===== src/rtl/assert_macros.svh =====
// Assertion macros of the nonce replay filter RTL, included by its top level.
// Depends on nothing; files that assert include it by name.
`ifndef ASSERT_MACROS_SVH
`define ASSERT_MACROS_SVH

// Same-cycle implication, disabled while reset is low.
`define NRF_ASSERT_NOW(label, clk, rst_n, ante, cons) \
  label: assert property (@(posedge clk) disable iff (!rst_n) (ante) |-> (cons)) \
    else $error("nonce replay filter assertion failed");

// Next-cycle implication, disabled while reset is low.
`define NRF_ASSERT_NEXT(label, clk, rst_n, ante, cons) \
  label: assert property (@(posedge clk) disable iff (!rst_n) (ante) |=> (cons)) \
    else $error("nonce replay filter assertion failed");

`endif


===== src/rtl/nrf_pkg.sv =====
// Package of the nonce replay filter: field widths, defaults, state codes and
// the control struct of the compare unit. Depends on nothing.
`timescale 1ns / 1ps

package nrf_pkg;

  // Width of one nonce and of the reported entry count.
  localparam int NONCE_W       = 32;
  localparam int COUNT_W       = 6;
  // Default number of remembered nonces.
  localparam int DEFAULT_DEPTH = 32;

  // Sequencer states, one-hot.
  typedef enum logic [3:0] {
    ST_IDLE   = 4'b0001,
    ST_SCAN   = 4'b0010,
    ST_DRAIN  = 4'b0100,
    ST_FINISH = 4'b1000
  } nrf_state_t;

  // Control of the shared compare unit.
  typedef struct packed {
    logic clr;  // Start of a new item: drop the previous hit.
    logic en;   // Read data of the store is valid this cycle.
  } cmp_ctl_t;

endpackage


===== src/rtl/nrf_store.sv =====
// Nonce store of the replay filter: one write port, one registered read port.
// Depends on nrf_pkg for the nonce width.
`timescale 1ns / 1ps

module nrf_store #(
  parameter int DEPTH  = nrf_pkg::DEFAULT_DEPTH,
  parameter int ADDR_W = 5
) (
  input  logic                       clk,
  input  logic                       we,
  input  logic [ADDR_W-1:0]          waddr,
  input  logic [nrf_pkg::NONCE_W-1:0] wdata,
  input  logic                       re,
  input  logic [ADDR_W-1:0]          raddr,
  output logic [nrf_pkg::NONCE_W-1:0] rdata
);
  import nrf_pkg::*;

  logic [NONCE_W-1:0] mem [DEPTH];
  logic [NONCE_W-1:0] rdata_r;

  // Write port.
  always_ff @(posedge clk) begin
    if (we) begin
      mem[waddr] <= wdata;
    end
  end

  // Registered read port.
  always_ff @(posedge clk) begin
    if (re) begin
      rdata_r <= mem[raddr];
    end
  end

  assign rdata = rdata_r;

endmodule


===== src/rtl/nrf_cmp.sv =====
// Shared compare unit of the replay filter: one 32-bit equality compare per
// cycle, folded into a sticky hit flag. Depends on nrf_pkg.
`timescale 1ns / 1ps

module nrf_cmp (
  input  logic                        clk,
  input  logic                        rst_n,
  input  nrf_pkg::cmp_ctl_t           ctl,
  input  logic [nrf_pkg::NONCE_W-1:0] key,
  input  logic [nrf_pkg::NONCE_W-1:0] entry,
  output logic                        hit
);
  import nrf_pkg::*;

  logic hit_r;
  logic hit_nxt;

  // Clear on a new item, otherwise collect every match of valid read data.
  always_comb begin
    hit_nxt = hit_r;
    if (ctl.clr) begin
      hit_nxt = 1'b0;
    end else if (ctl.en && (entry == key)) begin
      hit_nxt = 1'b1;
    end
  end

  always_ff @(posedge clk) begin
    if (!rst_n) begin
      hit_r <= 1'b0;
    end else begin
      hit_r <= hit_nxt;
    end
  end

  assign hit = hit_r;

endmodule


===== src/rtl/nonce_replay_filter.sv =====
// Top level of the nonce replay filter: sequencer, ring pointers and result
// register. Depends on nrf_pkg, nrf_store, nrf_cmp and assert_macros.svh.
`timescale 1ns / 1ps
`include "assert_macros.svh"

// Usage:
// A nonce transfer is taken at a rising edge where start is high and busy is
// low; in_nonce is sampled at that edge. The block checks the nonce against
// every nonce it holds (up to DEPTH, the most recent ones). On a match it
// reports out_replay = 1 and keeps the store as it is; otherwise it stores
// the nonce, evicting the oldest one when full, and reports out_replay = 0.
// out_stored_count gives the low 6 bits of the number of held nonces after
// the item. The result sits on the out_ ports for one cycle with out_valid
// high; the receiver must take it then, as it cannot stall the block.
// Steps: the block reads each held nonce in turn (ST_SCAN), waits for the
// last read data (ST_DRAIN), then stores a new nonce and registers the
// result (ST_FINISH); busy is high in all three. The single read port of
// the store paces the scan, one entry per cycle to the shared comparator.
// A new start may be given in the cycle where out_valid is high.
// Reset (rst_n low, synchronous) empties the store and returns to idle; the
// store needs no clearing pass, as only written entries are ever read.
module nonce_replay_filter #(
  parameter int DEPTH = nrf_pkg::DEFAULT_DEPTH
) (
  input  logic                        clk,
  input  logic                        rst_n,
  input  logic                        start,
  output logic                        busy,
  input  logic [nrf_pkg::NONCE_W-1:0] in_nonce,
  output logic                        out_valid,
  output logic                        out_replay,
  output logic [nrf_pkg::COUNT_W-1:0] out_stored_count
);
  import nrf_pkg::*;

  localparam int ADDR_W = (DEPTH > 1) ? $clog2(DEPTH) : 1;
  localparam int CNT_W  = $clog2(DEPTH + 1);

  nrf_state_t         state_r, state_nxt;
  logic [CNT_W-1:0]   count_r, count_nxt;
  logic [CNT_W-1:0]   idx_r, idx_nxt;
  logic [CNT_W-1:0]   idx_inc;
  logic [ADDR_W-1:0]  wp_r, wp_nxt;
  logic [NONCE_W-1:0] nonce_r;
  logic               rd_pend_r;
  logic               out_valid_r, out_valid_nxt;
  logic               out_replay_r, out_replay_nxt;
  logic [COUNT_W-1:0] out_count_r, out_count_nxt;
  logic [CNT_W+COUNT_W-1:0] count_ext;
  logic               accept;
  logic               mem_we;
  logic               mem_re;
  logic [NONCE_W-1:0] mem_rdata;
  logic               hit;
  cmp_ctl_t           cmp_ctl;

  assign accept  = start && (state_r == ST_IDLE);
  assign busy    = (state_r != ST_IDLE);
  assign idx_inc = idx_r + CNT_W'(1);

  // Read one held entry per cycle while scanning; write the nonce when new.
  assign mem_re = (state_r == ST_SCAN);
  assign mem_we = (state_r == ST_FINISH) && !hit;

  // Sequencer, ring pointers and result values.
  always_comb begin
    state_nxt      = state_r;
    count_nxt      = count_r;
    idx_nxt        = idx_r;
    wp_nxt         = wp_r;
    out_valid_nxt  = 1'b0;
    out_replay_nxt = out_replay_r;
    out_count_nxt  = out_count_r;
    count_ext      = {{COUNT_W{1'b0}}, count_r};
    unique case (state_r)
      ST_IDLE: begin
        if (start) begin
          idx_nxt   = '0;
          state_nxt = (count_r == '0) ? ST_FINISH : ST_SCAN;
        end
      end
      ST_SCAN: begin
        idx_nxt = idx_inc;
        if (idx_inc == count_r) begin
          state_nxt = ST_DRAIN;
        end
      end
      ST_DRAIN: begin
        state_nxt = ST_FINISH;
      end
      ST_FINISH: begin
        if (!hit) begin
          wp_nxt = (wp_r == ADDR_W'(DEPTH - 1)) ? '0 : wp_r + ADDR_W'(1);
          if (count_r != CNT_W'(DEPTH)) begin
            count_nxt = count_r + CNT_W'(1);
          end
        end
        count_ext      = {{COUNT_W{1'b0}}, count_nxt};
        out_valid_nxt  = 1'b1;
        out_replay_nxt = hit;
        out_count_nxt  = count_ext[COUNT_W-1:0];
        state_nxt      = ST_IDLE;
      end
      default: begin
        state_nxt = ST_IDLE;
      end
    endcase
  end

  // Control registers.
  always_ff @(posedge clk) begin
    if (!rst_n) begin
      state_r     <= ST_IDLE;
      count_r     <= '0;
      idx_r       <= '0;
      wp_r        <= '0;
      rd_pend_r   <= 1'b0;
      out_valid_r <= 1'b0;
    end else begin
      state_r     <= state_nxt;
      count_r     <= count_nxt;
      idx_r       <= idx_nxt;
      wp_r        <= wp_nxt;
      rd_pend_r   <= mem_re;
      out_valid_r <= out_valid_nxt;
    end
  end

  // Payload registers.
  always_ff @(posedge clk) begin
    if (accept) begin
      nonce_r <= in_nonce;
    end
    out_replay_r <= out_replay_nxt;
    out_count_r  <= out_count_nxt;
  end

  // Store of held nonces; the valid entries are always slots 0 to count-1.
  nrf_store #(
    .DEPTH  (DEPTH),
    .ADDR_W (ADDR_W)
  ) u_store (
    .clk   (clk),
    .we    (mem_we),
    .waddr (wp_r),
    .wdata (nonce_r),
    .re    (mem_re),
    .raddr (idx_r[ADDR_W-1:0]),
    .rdata (mem_rdata)
  );

  // Shared comparator fed by the registered read data.
  assign cmp_ctl.clr = accept;
  assign cmp_ctl.en  = rd_pend_r;

  nrf_cmp u_cmp (
    .clk   (clk),
    .rst_n (rst_n),
    .ctl   (cmp_ctl),
    .key   (nonce_r),
    .entry (mem_rdata),
    .hit   (hit)
  );

  assign out_valid        = out_valid_r;
  assign out_replay       = out_replay_r;
  assign out_stored_count = out_count_r;

  // Checks on the sequencer and the entry count.
  `NRF_ASSERT_NOW(a_count_bound, clk, rst_n, 1'b1, count_r <= CNT_W'(DEPTH))
  `NRF_ASSERT_NEXT(a_finish_strobe, clk, rst_n, state_r == ST_FINISH, out_valid_r)
  `NRF_ASSERT_NEXT(a_replay_keeps, clk, rst_n, (state_r == ST_FINISH) && hit, $stable(count_r))
  `NRF_ASSERT_NEXT(a_accept_busy, clk, rst_n, start && !busy, busy)

endmodule


===== config.mk =====
export PLATFORM = sky130hd
export DESIGN_NAME = nonce_replay_filter
export DESIGN_NICKNAME = d
export VERILOG_FILES = /design/src/rtl/nrf_pkg.sv /design/src/rtl/nrf_store.sv /design/src/rtl/nrf_cmp.sv /design/src/rtl/nonce_replay_filter.sv
export VERILOG_INCLUDE_DIRS = /design/src /design/src/rtl
export SDC_FILE = /design/constraint.sdc
export NUM_CORES = 1
export LEC_CHECK = 0
export BUFFER_PORTS_ARGS = -buffer_cell sky130_fd_sc_hd__buf_2
export CORE_MARGIN = 2
export CORE_UTILIZATION = 50
export DETAILED_ROUTE_END_ITERATION = 6
export HOLD_SLACK_MARGIN = 0.06
export PLACE_DENSITY = 0.75
export SLEW_MARGIN = 20
export SYNTH_ARGS = -nofsm -noshare
export SYNTH_HDL_FRONTEND = slang
export SYNTH_SLANG_ARGS = --single-unit

===== constraint.sdc =====
create_clock -name clk -period 5 [get_ports clk]
set_input_delay 0.5 -clock clk [delete_from_list [all_inputs] [get_ports clk]]
set_output_delay 0.5 -clock clk [all_outputs]
set_load 0.01 [all_outputs]

==> results.json, run 1 <==
{
  "status": "completed",
  "start_util_pct": 50.4,
  "timing.rr.start": "state_r[1]$_SDFFE_PN0P_",
  "grtUsageTotal_pct": 21.1,
  "period_minus_slack_ps": 3760,
  "fmax_ghz": 0.266,
  "grt_setup_unrepaired": "false",
  "r2r_end": "u_store.mem[18][4]$_DFFE_PP_",
  "overflow": 0,
  "worst_pin_slew_ps": 1130,
  "insertion_delay_ps": 670,
  "wire_per_inst_um": 28.4,
  "syn-mean-instance-area_um2": 23.9,
  "worst-path-max-fanout": 32,
  "synthToLayoutAreaGrowth_pct": 14.2,
  "mostFrequentLayoutCell": "edfxtp_1",
  "syn_area_um2": 42800,
  "die_area_um2": 88000,
  "place_inst": 2948,
  "grt_max_degree": 73,
  "drive_gt1_share_pct": 32.5,
  "drc": 0,
  "fin_cells": 3194,
  "synth_ff_type": "edfxtp_1",
  "num_vias": 19289,
  "htree_levels": 3,
  "seq_area_frac_synth_pct": 77.9,
  "crit_buf_inv": 0,
  "hp-start": "start",
  "ys_ff_latch": 1119,
  "synth_top_cell_area_share_pct": 76.8,
  "antenna_cells": 0,
  "num_rows": 107,
  "cp-end-kind": "flop",
  "p_per_area_nw_per_um2": 385,
  "setup_violations": 0,
  "maxSlewHeadroom_pct": 24.8,
  "fin_area_um2": 48900,
  "cap_violations": 0,
  "dr.pass1.iters": 7,
  "worstSetupPathType": "reg2reg",
  "crit_required_ps": 5260,
  "p_leak_uw": 0.0147,
  "peakVddDrop_v": 0.000268,
  "cp-start-kind": "flop",
  "dpl_cell_area_um2": 44900,
  "synth.area.top_cells": "edfxtp_1 (77%), mux4_2 (17%), dfxtp_1 (1.1%), mux2_2 (0.84%), xnor2_1 (0.78%)",
  "place_hpwl_mm": 53.2,
  "n_fill_cell": 5766,
  "cts_buffers": 111,
  "cts_buffer_depth": 3,
  "seqCellArea_um2": 33400,
  "drt_iter0_markers": 2300,
  "cpPeakStageDelay_ps": 1020,
  "post_cts_resized": 0,
  "ys_types": 48,
  "async_flop_share_pct": 0,
  "cts.reportedPaths.clkPinSlew_ps": 60,
  "drv_slew": 0,
  "drt-total-wl_mm": 90.8,
  "clock_skew_ps": 30.9,
  "hold_class": "in2reg",
  "path_delay_family": "simple AND/OR/NAND/NOR gates",
  "hold_slack_ps": 170,
  "synth-edff-count": 1095,
  "yosys_warnings": 0,
  "cts_setup_buffers": 0,
  "tns_ps": 0,
  "path_cells": "or4b_1, nor2_1, nand2_1, nor2_4",
  "postRouteAntennaNets": 0,
  "r2r_slack_ps": 1240,
  "numPortBuffers": 43,
  "cts-root-buf": "clkbuf_16",
  "coreArea_um2": 85000,
  "holdPathEnd": "state_r[3]$_SDFFE_PN0P_",
  "antenna_found_initial": 1,
  "io_pins": 44,
  "grt_pass1_vias": 19987,
  "die_w_um": 297,
  "cts.sinks": 1119,
  "layout_common_cells": "edfxtp_1 (1095), mux4_2 (320), clkbuf_16 (114)",
  "fin_crit_sh_pct": 75.2,
  "grt_pass1_wl_mm": 134,
  "hold_violations": 0,
  "cp_slowest_cell": "nor2_4",
  "synth_fp_nets": 1833,
  "vias_per_cell": 6.04,
  "critPathArrivalTime_ps": 4020,
  "multi_input_area_um2": 9210,
  "syn-instance-count": 1790,
  "ff2ff_path_depth": 4,
  "layout.nets": 2004,
  "place_congestion": 0.877,
  "yosysTopAreaCell": "edfxtp_1",
  "die_h_um": 297,
  "cts_tree": "built",
  "hold_depth": 3
}
==> cell usage after synthesis (2+ instances only) <==
library cell  count
a21boi_0          8
o21ai_0          14
nand4_1           6
a21oi_1           5
nand2_1          17
a31oi_1           2
xnor2_1          38
buf_6             4
edfxtp_1       1095
nor3_1            8
nand4b_1          2
nor4_1            2
mux2_2           32
or3b_2            3
or4_1             2
buf_2            11
buf_1             5
clkbuf_1         50
and3_1            3
nand3b_1          4
dfxtp_1          24
xor2_1            6
inv_1             9
and2_1            5
ha_1              8
or2_2             2
nor3b_1           4
nand3_1           7
nor2_1           44
or3_1             6
nand2b_1          4
nor2b_1           7
mux4_2          320
buf_4            19
==> how the worst max path moves through the flow <==
stage	slack [ps]	end	start	cells after the start
after floorplan	630	u_store.mem[15][0]$_DFFE_PP_	state_r[0]$_SDFFE_PN1P_	5
after global placement	1380	u_store.mem[9][24]$_DFFE_PP_	state_r[0]$_SDFFE_PN1P_	4
after detailed placement	1280	u_store.mem[9][24]$_DFFE_PP_	state_r[1]$_SDFFE_PN0P_	4
after CTS	1270	u_store.mem[9][18]$_DFFE_PP_	state_r[1]$_SDFFE_PN0P_	4
after global routing	1070	u_store.mem[12][10]$_DFFE_PP_	state_r[0]$_SDFFE_PN1P_	5
final	1240	u_store.mem[18][4]$_DFFE_PP_	state_r[1]$_SDFFE_PN0P_	4
==> worst reg2reg max path, delay by kind of cell (launching register included) <==
family | cells | cell delay [ps]
and+or+nand+nor | 4 | 2970
DFF | 1 | 370
==> layer usage <==
| metal | global-route usage (%) | routed length (um) | vias to the layer above |
|---|---|---|---|
| li1 | - | - | 7986 |
| met1 | 27.3 | 33500 | 10328 |
| met2 | 37.4 | 49100 | 843 |
| met3 | 2.65 | 5650 | 132 |
| met4 | 6.76 | 2540 | 0 |
| met5 | 0 | 0 | - |
==> metrics by stage <==
step | setup slack [ps] | power, uW | utilization, %
floorplan | 632 | 10800 | -
global placement | 1380 | 11000 | 52.8
detailed placement | 1280 | 11000 | 52.8
CTS | 1270 | 18900 | 57.2
global route | 1070 | 19300 | 57.6
finish | 1240 | 18800 | 57.6
==> cells by family (layout without fill, tap and decap cells) <==
kind of cell	Yosys count	after routing	share of synthesized area (%)
AOI/OAI and AO/OA	39	39	0.593
xor gates and xnor gates	44	44	0.900
adders and majority gates	8	8	0.234
buffers and inverters	98	358	1.13
DFF	1119	1119	77.9
muxes	353	353	17.7
and+or+nand+nor	129	129	1.56
==> cell type report <==
type	instances	share of cell area, %
flip-flops and latches	1119	68.2
clock buffers	138	6.01
multi-input cells	573	18.8
repair buffers	147	2.84
inverters	9	0.0716
clock inverters	64	1.11
well taps	1144	2.93
==> flip-flops by register name, indices dropped and copies added, names as in the netlist <==
| signal | count |
|---|---|
| rd_pend_r | 1 |
| count_r | 6 |
| nonce_r | 32 |
| idx_r | 6 |
| wp_r | 5 |
| out_stored_count | 6 |
| state_r | 4 |
| out_valid | 1 |
| out_replay | 1 |
| u_cmp.hit | 1 |
| u_store.rdata | 32 |
| u_store.mem | 1024 |
==> report_power, final <==
group          leakage [uW]  switching (uW)  total [uW]  internal, uW
clock               0.00170            3390        7970          4570
combinational       0.00292             323         421          97.3
sequential           0.0101            18.1       10400         10400
==> repair_timing <==
action                                  CTS  global route
endpoints found under the setup margin    0             0
endpoints found under the hold margin    32             0
hold buffers                             32             0
(Power assumes the default switching activity.)
==> run 2: changes to the inputs <==
- ABC_AREA: default -> 1
- PLACE_DENSITY: 0.75 -> 0.78
- clock period: 5 -> 3.05 ns (I/O delays scaled with it)
==> run 2 against run 1 <==
Compared with the run above:
- the flow now finishes with violations (DRC)
- flip-flop and latch count stayed put
- combinational power increased to 5.9 times the previous value
- hold slack improved by 170 ps
- synthesized area is 4.7% higher
- utilization increased by 0.21 points
- largest cell class unchanged
==> results.json, run 2 <==
{
  "ys_ff_latch": 1119,
  "cts.sinks": 1119,
  "cts_buffers": 109,
  "p_leak_uw": 0.0167,
  "grt_busiest_layer": "met2",
  "drv_slew": 0,
  "io_pins": 44,
  "synth_fp_nets": 3276,
  "worst_pin_slew_ps": 789,
  "cp-end-kind": "flop",
  "fmax_ghz": 0.416,
  "num_rows": 109,
  "n_fill_cell": 6523,
  "grt_setup_unrepaired": "false",
  "status": "finished with violations",
  "p_per_area_nw_per_um2": 668,
  "hold_depth": 2,
  "place_inst": 4358,
  "synth_ff_type": "edfxtp_1",
  "coreArea_um2": 88600,
  "ff2ff_path_depth": 7,
  "place_hpwl_mm": 65.2,
  "use_met3_pct": 4.21,
  "antenna_found_initial": 2,
  "seq_area_frac_synth_pct": 74.4,
  "yosys.area_share.simple_pct": 7.81,
  "fin_cells": 4587,
  "num_vias": 28412,
  "r2r_slack_ps": 640,
  "worstSetupPathType": "reg2reg",
  "setup_violations": 0,
  "overflow": 0,
  "drc": 1,
  "fin_area_um2": 51200,
  "cts_buffer_depth": 3,
  "synth_top_family_by_area": "compound AO/OA/AOI/OAI gates",
  "drt_iter0_markers": 3751,
  "synth_top_cell_area_share_pct": 73.3,
  "die_area_um2": 92100,
  "met1_usage_pct": 33.8,
  "grtUsageTotal_pct": 24.6,
  "vias_per_cell": 6.19,
  "fin_crit_sh_pct": 78.9,
  "syn-mean-instance-area_um2": 13.9,
  "die_w_um": 303,
  "dr.pass1.iters": 7,
  "cts-root-buf": "clkbuf_16",
  "wire_per_inst_um": 24.6,
  "grt_pass1_vias": 27546,
  "grt_pass1_wl_mm": 170,
  "hold_violations": 0,
  "place_ws_ps": 682,
  "top_register": "u_store.mem",
  "gr-usage-met2_pct": 39.0,
  "hold_slack_ps": 339,
  "drt-total-wl_mm": 113,
  "async_flop_share_pct": 0,
  "post_cts_resized": 0,
  "yosysMostFrequentCell": "edfxtp_1",
  "cp-start-kind": "flop",
  "synth.area.top_cells": "edfxtp_1 (73%), o21bai_1 (4.3%), nor2_1 (3.7%), o21ai_0 (2.7%), o221ai_1 (2.5%)",
  "yosysTopAreaCell": "edfxtp_1",
  "critPathArrivalTime_ps": 2740,
  "synth_adder_area_share_pct": 0.223,
  "crit_required_ps": 3380,
  "antenna_cells": 0,
  "seqCellArea_um2": 33400,
  "cap_violations": 0,
  "period_minus_slack_ps": 2410,
  "synth-edff-count": 1095,
  "holdPathEnd": "nonce_r[6]$_DFFE_PP_",
  "hp-start": "in_nonce[6]",
  "synth_common_cells": "edfxtp_1 (1095), nor2_1 (440), o21bai_1 (257)",
  "startpoint": "state_r[0]$_SDFFE_PN1P_",
  "dpl_cell_area_um2": 47300,
  "postLayoutCoreUtil_pct": 57.8,
  "multi_input_area_um2": 10500,
  "synth-xor-area-share_pct": 0.391,
  "insertion_delay_ps": 690,
  "cts_tree": "built",
  "layout_common_cells": "edfxtp_1 (1095), nor2_1 (411), o21bai_1 (257)",
  "mostFrequentLayoutCell": "edfxtp_1",
  "start_util_pct": 50.6,
  "synthMuxAreaShare_pct": 0,
  "timing.rr.start": "state_r[0]$_SDFFE_PN1P_",
  "syn_area_um2": 44800,
  "grt_max_degree": 152,
  "hold_class": "in2reg",
  "die_h_um": 303,
  "worst-path-max-fanout": 19,
  "violations": "DRC",
  "cts.reportedPaths.clkPinSlew_ps": 60,
  "numPortBuffers": 43,
  "syn-instance-count": 3233,
  "peakVddDrop_v": 0.000570,
  "r2r_end": "u_store.mem[0][31]$_DFFE_PP_",
  "htree_levels": 3,
  "ys_types": 33,
  "maxSlewHeadroom_pct": 47.4,
  "synth_compound_gate_area_share_pct": 14.4,
  "largest_register_ffs": 1024,
  "clock_skew_ps": 30.1,
  "place_congestion": 0.862,
  "yosys_warnings": 0,
  "layout_setup_ws_ps": 645,
  "synthToLayoutAreaGrowth_pct": 14.2,
  "drive_gt1_share_pct": 11.3,
  "postRouteAntennaNets": 0,
  "layout.nets": 3382
}
## run 2: worst max path at each step
stage / to / depth (start not counted)
4_1_cts: u_store.mem[0][31]$_DFFE_PP_ / 7
3_3_place_gp: u_store.mem[0][31]$_DFFE_PP_ / 7
2_1_floorplan: u_store.mem[23][0]$_DFFE_PP_ / 7
6_report: u_store.mem[0][31]$_DFFE_PP_ / 7
3_5_place_dp: u_store.mem[0][30]$_DFFE_PP_ / 7
5_1_grt: u_store.mem[0][22]$_DFFE_PP_ / 7
## run 2: cell type report
class	instances	share of cell area, %
repair buffers	219	4.10
clock buffers	136	5.69
inverters	63	0.489
well taps	1165	2.85
multi-input cells	1827	20.5
clock inverters	58	1.21
flip-flops and latches	1119	65.2
## run 2: per-layer routing
layer,routed length (um),up-vias
met1,42900,14060
met4,4800,0
met5,0,-
met2,53900,1638
li1,-,12418
met3,11300,296
## run 2: worst max-delay path, cell delays in order, from the launching register on
cell and delay (ps):
dfxtp_1 340, nor2_1 180, nand3_2 200, nor2_4 230
nand2_1 340, buf_4 300, nor2_4 90, buf_4 360
## run 2: through the flow
stage          total power (uW)  TNS (ps)
5_1_grt                   35100         0
3_5_place_dp              21100         0
2_1_floorplan             19800    -44140
6_report                  34200         0
3_3_place_gp              21100         0
4_1_cts                   34300         0
## run 2: timing repair
action | CTS | global route
hold buffers | 35 | 0
setup endpoints to repair | 0 | 0
setup buffers | 0 | 0
hold endpoints to repair | 47 | 0
## run 2: cell families after synthesis
logic type | count (synthesis)
flops | 1119
simple gates | 862
fa+ha+maj | 8
xor+xnor | 20
buf+inv | 287
compound gates | 937
## run 2: where the power goes
group	switching (uW)	total (uW)	leakage, uW	internal, uW
clock	5620	13300	0.00173	7700
sequential	328	18400	0.0101	18100
combinational	1940	2470	0.00491	537
total	7890	34200	0.0167	26300
